--- src/rtl/core/tlik_isqrt.sv ---
module tlik_isqrt (
  input  logic        clk,
  input  logic        en,
  input  logic [63:0] rad,
  output logic [31:0] root
);

  localparam int STEPS = 32;

  logic [63:0] src      [STEPS];
  logic [35:0] rem      [STEPS];
  logic [31:0] res      [STEPS];
  logic [63:0] src_next [STEPS];
  logic [35:0] rem_next [STEPS];
  logic [31:0] res_next [STEPS];

  always_comb begin
    for (int j = 0; j < STEPS; j++) begin
      logic [63:0] s;
      logic [35:0] r;
      logic [31:0] q;
      logic [35:0] acc;
      logic [35:0] trial;
      if (j == 0) begin
        s = rad;
        r = '0;
        q = '0;
      end else begin
        s = src[j-1];
        r = rem[j-1];
        q = res[j-1];
      end
      acc   = {r[33:0], s[63:62]};
      trial = {2'b00, q, 2'b01};
      if (acc >= trial) begin
        rem_next[j] = acc - trial;
        res_next[j] = {q[30:0], 1'b1};
      end else begin
        rem_next[j] = acc;
        res_next[j] = {q[30:0], 1'b0};
      end
      src_next[j] = {s[61:0], 2'b00};
    end
  end

  always_ff @(posedge clk) begin
    if (en) begin
      for (int j = 0; j < STEPS; j++) begin
        src[j] <= src_next[j];
        rem[j] <= rem_next[j];
        res[j] <= res_next[j];
      end
    end
  end

  assign root = res[STEPS-1];

endmodule

--- config.mk ---
export PLATFORM = sky130hd
export DESIGN_NAME = tlik_isqrt
export DESIGN_NICKNAME = d
export VERILOG_FILES = /design/src/rtl/core/tlik_isqrt.sv
export SDC_FILE = /design/constraint.sdc
export NUM_CORES = 2
export LEC_CHECK = 0
export BUFFER_PORTS_ARGS = -buffer_cell sky130_fd_sc_hd__clkbuf_2
export CAP_MARGIN = 40
export CORE_ASPECT_RATIO = 1.1
export CORE_MARGIN = 1.5
export CORE_UTILIZATION = 45
export DETAILED_ROUTE_END_ITERATION = 8
export GPL_TIMING_DRIVEN = 0
export HOLD_SLACK_MARGIN = 0.12
export PLACE_DENSITY = 0.61
export SLEW_MARGIN = 30
export SYNTH_ARGS = -nofsm -noshare
export SYNTH_HDL_FRONTEND = slang
export SYNTH_MEMORY_MAX_BITS = 65536
export SYNTH_SLANG_ARGS = --single-unit
export TNS_END_PERCENT = 100
--- constraint.sdc ---
create_clock -name clk -period 3.7 [get_ports clk]
set_input_delay 0 -clock clk [delete_from_list [all_inputs] [get_ports clk]]
set_output_delay 0 -clock clk [all_outputs]
set_load 0.02 [all_outputs]
==> flow_summary.json <==
{
  "hold_viol": 0,
  "cts.sinks": 2523,
  "routed_wl_um": 251000,
  "gr-total-overflow": 0,
  "cts_root_buf": "clkbuf_16",
  "gr-usage-all-layers_pct": 18.5,
  "hold_class": "in2reg",
  "vias": 71800,
  "power_mw": 82.3,
  "drc": 0,
  "synth-simple-area-share_pct": 9.79,
  "synth_top_cells_by_area": "edfxtp_1, ha_1, xor2_1",
  "p_leak_nw": 51.4,
  "min_period_ps": 3600,
  "place_congestion": 0.879,
  "max_slew_margin_pct": 48.3,
  "synth_top_family_by_area": "compound AO/OA/AOI/OAI gates",
  "synth-xor-area-share_pct": 6.34,
  "numCtsBuffers": 278,
  "multi_input_area_um2": 39000,
  "htree_levels": 5,
  "ys_seq_area_share_pct": 64.3,
  "setup_viol": 0,
  "synth_edf_count": 2523,
  "drive_gt1_share_pct": 8.91,
  "area.sequential_um2": 75800,
  "synth_top_area_share_pct": 64.3,
  "grt_pass1_wl_um": 392000,
  "areaGrowthSynthToFinish_pct": 14.2,
  "critPathCaptureType": "flop",
  "grt_pass1_vias": 71500,
  "critPathMaxStageDelay_ps": 480,
  "power_density_nw_per_um2": 612,
  "yosysUniqueCellTypes": 89,
  "slew_violations": 0,
  "finalClockSkew_ps": 38.5,
  "clock_path_buffers": 4,
  "dr.pass1.iters": 6,
  "yosys.area_share.adder_pct": 5.97,
  "wl_per_cell_um": 18.8,
  "dp_cells": 12700,
  "final_cell_count_no_fill": 13400,
  "syn_inst": 9146,
  "critPathKind": "reg2reg",
  "path_cells": "inv_1 > ha_1 > or3_1 > o22ai_1 > o221ai_1 > a21oi_1 > o21ai_0 > a41oi_1 > o31ai_1 > nor4b_1 > xor2_1",
  "cp-start-kind": "flop",
  "tightest_slew_ps": 775,
  "fp.dieW_um": 491,
  "clk_pin_slew_ps": 60,
  "die_y_um": 540,
  "port_buffers": 97,
  "synth_compound_area_share_pct": 9.90,
  "cp_data_arrival_time_ps": 4140,
  "yosys_most_used_dff": "edfxtp_1",
  "grt_max_degree": 90,
  "hpwl_um": 183000,
  "pin_count": 98,
  "clock_latency_ps": 850,
  "place_area_um2": 124000,
  "muxShareOfSynthArea_pct": 0.628,
  "status": "completed",
  "syn_nets": 9774,
  "synth-seq-cells": 2523,
  "crit_path_max_fanout": 7,
  "vdd_drop_max_mv": 0.496,
  "fp.dieArea_um2": 265000,
  "drt-initial-drc-count": 4811,
  "crit_slowest_cell": "a41oi_1",
  "yosys.area.top_type": "edfxtp_1",
  "core_area_um2": 260000,
  "fillers": 22300,
  "stdcell_area_um2": 135000,
  "viasPerCell": 5.36,
  "cts_tree": "done",
  "syn_area_um2": 118000,
  "syn_area_per_cell_um2": 12.9,
  "nNetsFinal": 10300,
  "fin_util_pct": 51.8,
  "crit_required_ps": 4240,
  "rows": 196,
  "grt_setup_unrepaired": "yes",
  "max_freq_mhz": 278,
  "antenna_left": 0,
  "synth.most_common_cell": "edfxtp_1",
  "ys_warn_count": 0,
  "maxCapViolCount": 0,
  "synthTopCellsByCount": "edfxtp_1, inv_1, nand2_1",
  "initial_core_util_pct": 45.3,
  "synthArstFlopShare_pct": 0,
  "antenna_found_initial": 2,
  "post-route-period-util_pct": 97.2
}
final cells by class:
| type | instances | share of cell area [%] |
|---|---|---|
| Sequential cell | 2523 | 56.3 |
| Clock inverter | 159 | 1.08 |
| Antenna cell | 2 | 0.00372 |
| Clock buffer | 327 | 5.40 |
| Timing Repair Buffer | 301 | 2.21 |
| Multi-Input combinational cell | 5686 | 29.0 |
| Inverter | 719 | 2.01 |
| Tap cell | 3465 | 3.22 |
| Buffer | 205 | 0.782 |
per-stage QoR:
step                setup TNS [ps]  hold slack [ps]  worst slack (ps)
detailed placement         -175960              179             -1470
floorplan                        0             98.9               264
finish                           0              187               104
CTS                              0              283              4.87
global placement                 -              177            -40740
global route                 -81.3              174             -51.9
critical path, delay by kind of cell, from the launching register on:
| family | cells | cell delay, ps |
|---|---|---|
| compound gates | 6 | 1670 |
| simple gates | 2 | 740 |
| flops | 1 | 430 |
| fa+ha+maj | 1 | 280 |
| xor+xnor | 1 | 120 |
| buf+inv | 1 | 70 |
report_power, final:
group | total (mW) | switching, mW | internal [mW] | leakage [nW]
Combinational | 17.1 | 10.0 | 7.10 | 22.9
Clock | 26.6 | 10.9 | 15.7 | 4.24
Sequential | 38.6 | 2.45 | 36.2 | 24.3
Total | 82.3 | 23.4 | 58.9 | 51.4
path summary, 6_finish.rpt:
check	startpoint	end	slack [ps]	cells past startpoint
setup / recovery	res[1][354]$_DFFE_PP_	rem[1][465]$_DFFE_PP_	100	11
setup reg to reg	res[1][354]$_DFFE_PP_	rem[1][465]$_DFFE_PP_	100	11
hold reg to reg	src[0][477]$_DFFE_PP_	src[0][541]$_DFFE_PP_	400	0
hold / removal	en	src[0][2]$_DFFE_PP_	190	2
placed cells by master (no fill, tap or decap), drive strengths merged, types with 24 or more instances in the layout:
cell type    instances
o2111ai             24
edfxtp            2523
nand4               99
o211ai              40
a21o               263
a21boi              35
and2                28
a211oi              49
nor2               529
buf                125
o21bai              52
ha                 562
mux2                56
inv                732
o31ai               53
a21oi              569
nor2b               79
dlygate4sd3        130
nand2              631
nand3b              25
nor4               123
o21a                87
or3                 90
xnor2              413
and3                51
nand2b             104
clkbuf             578
o21ai              504
a31oi               41
nor3               233
or2                 34
nand3              133
or4                 74
xor2               440
clkinv             107
flip-flops by register name, summed over array words and instances, names as in the netlist:
register and count:
rem 1003, src 992, res 528
what timing repair did:
action | 4_1_cts | 5_1_grt
endpoints found under the setup margin | 491 | 573
hold endpoints to repair | 289 | 0
hold buffers | 130 | 0
pin swaps | 9 | 15
gates resized for setup | 107 | 132
setup buffers | 15 | 23
per-layer routing:
layer  vias up  wire length, µm  share of wire, %  GRT usage [%]
li1      35000                -                 -              -
met1     34900           103000                41           22.2
met2      1372           130000                52           33.7
met3       467             9350               3.7           2.63
met4         0             8130               3.2           6.36
met5         -                0                 0              0
cells by family after synthesis:
group                    after synthesis
AND/OR/NAND/NOR                     2319
adder cells (fa/ha/maj)              562
buffers and inverters                937
other                                  1
flip-flops                          2523
AO/OA/AOI/OAI                       1884
XOR/XNOR                             853
multiplexers                          67
(Power assumes the default switching activity.)
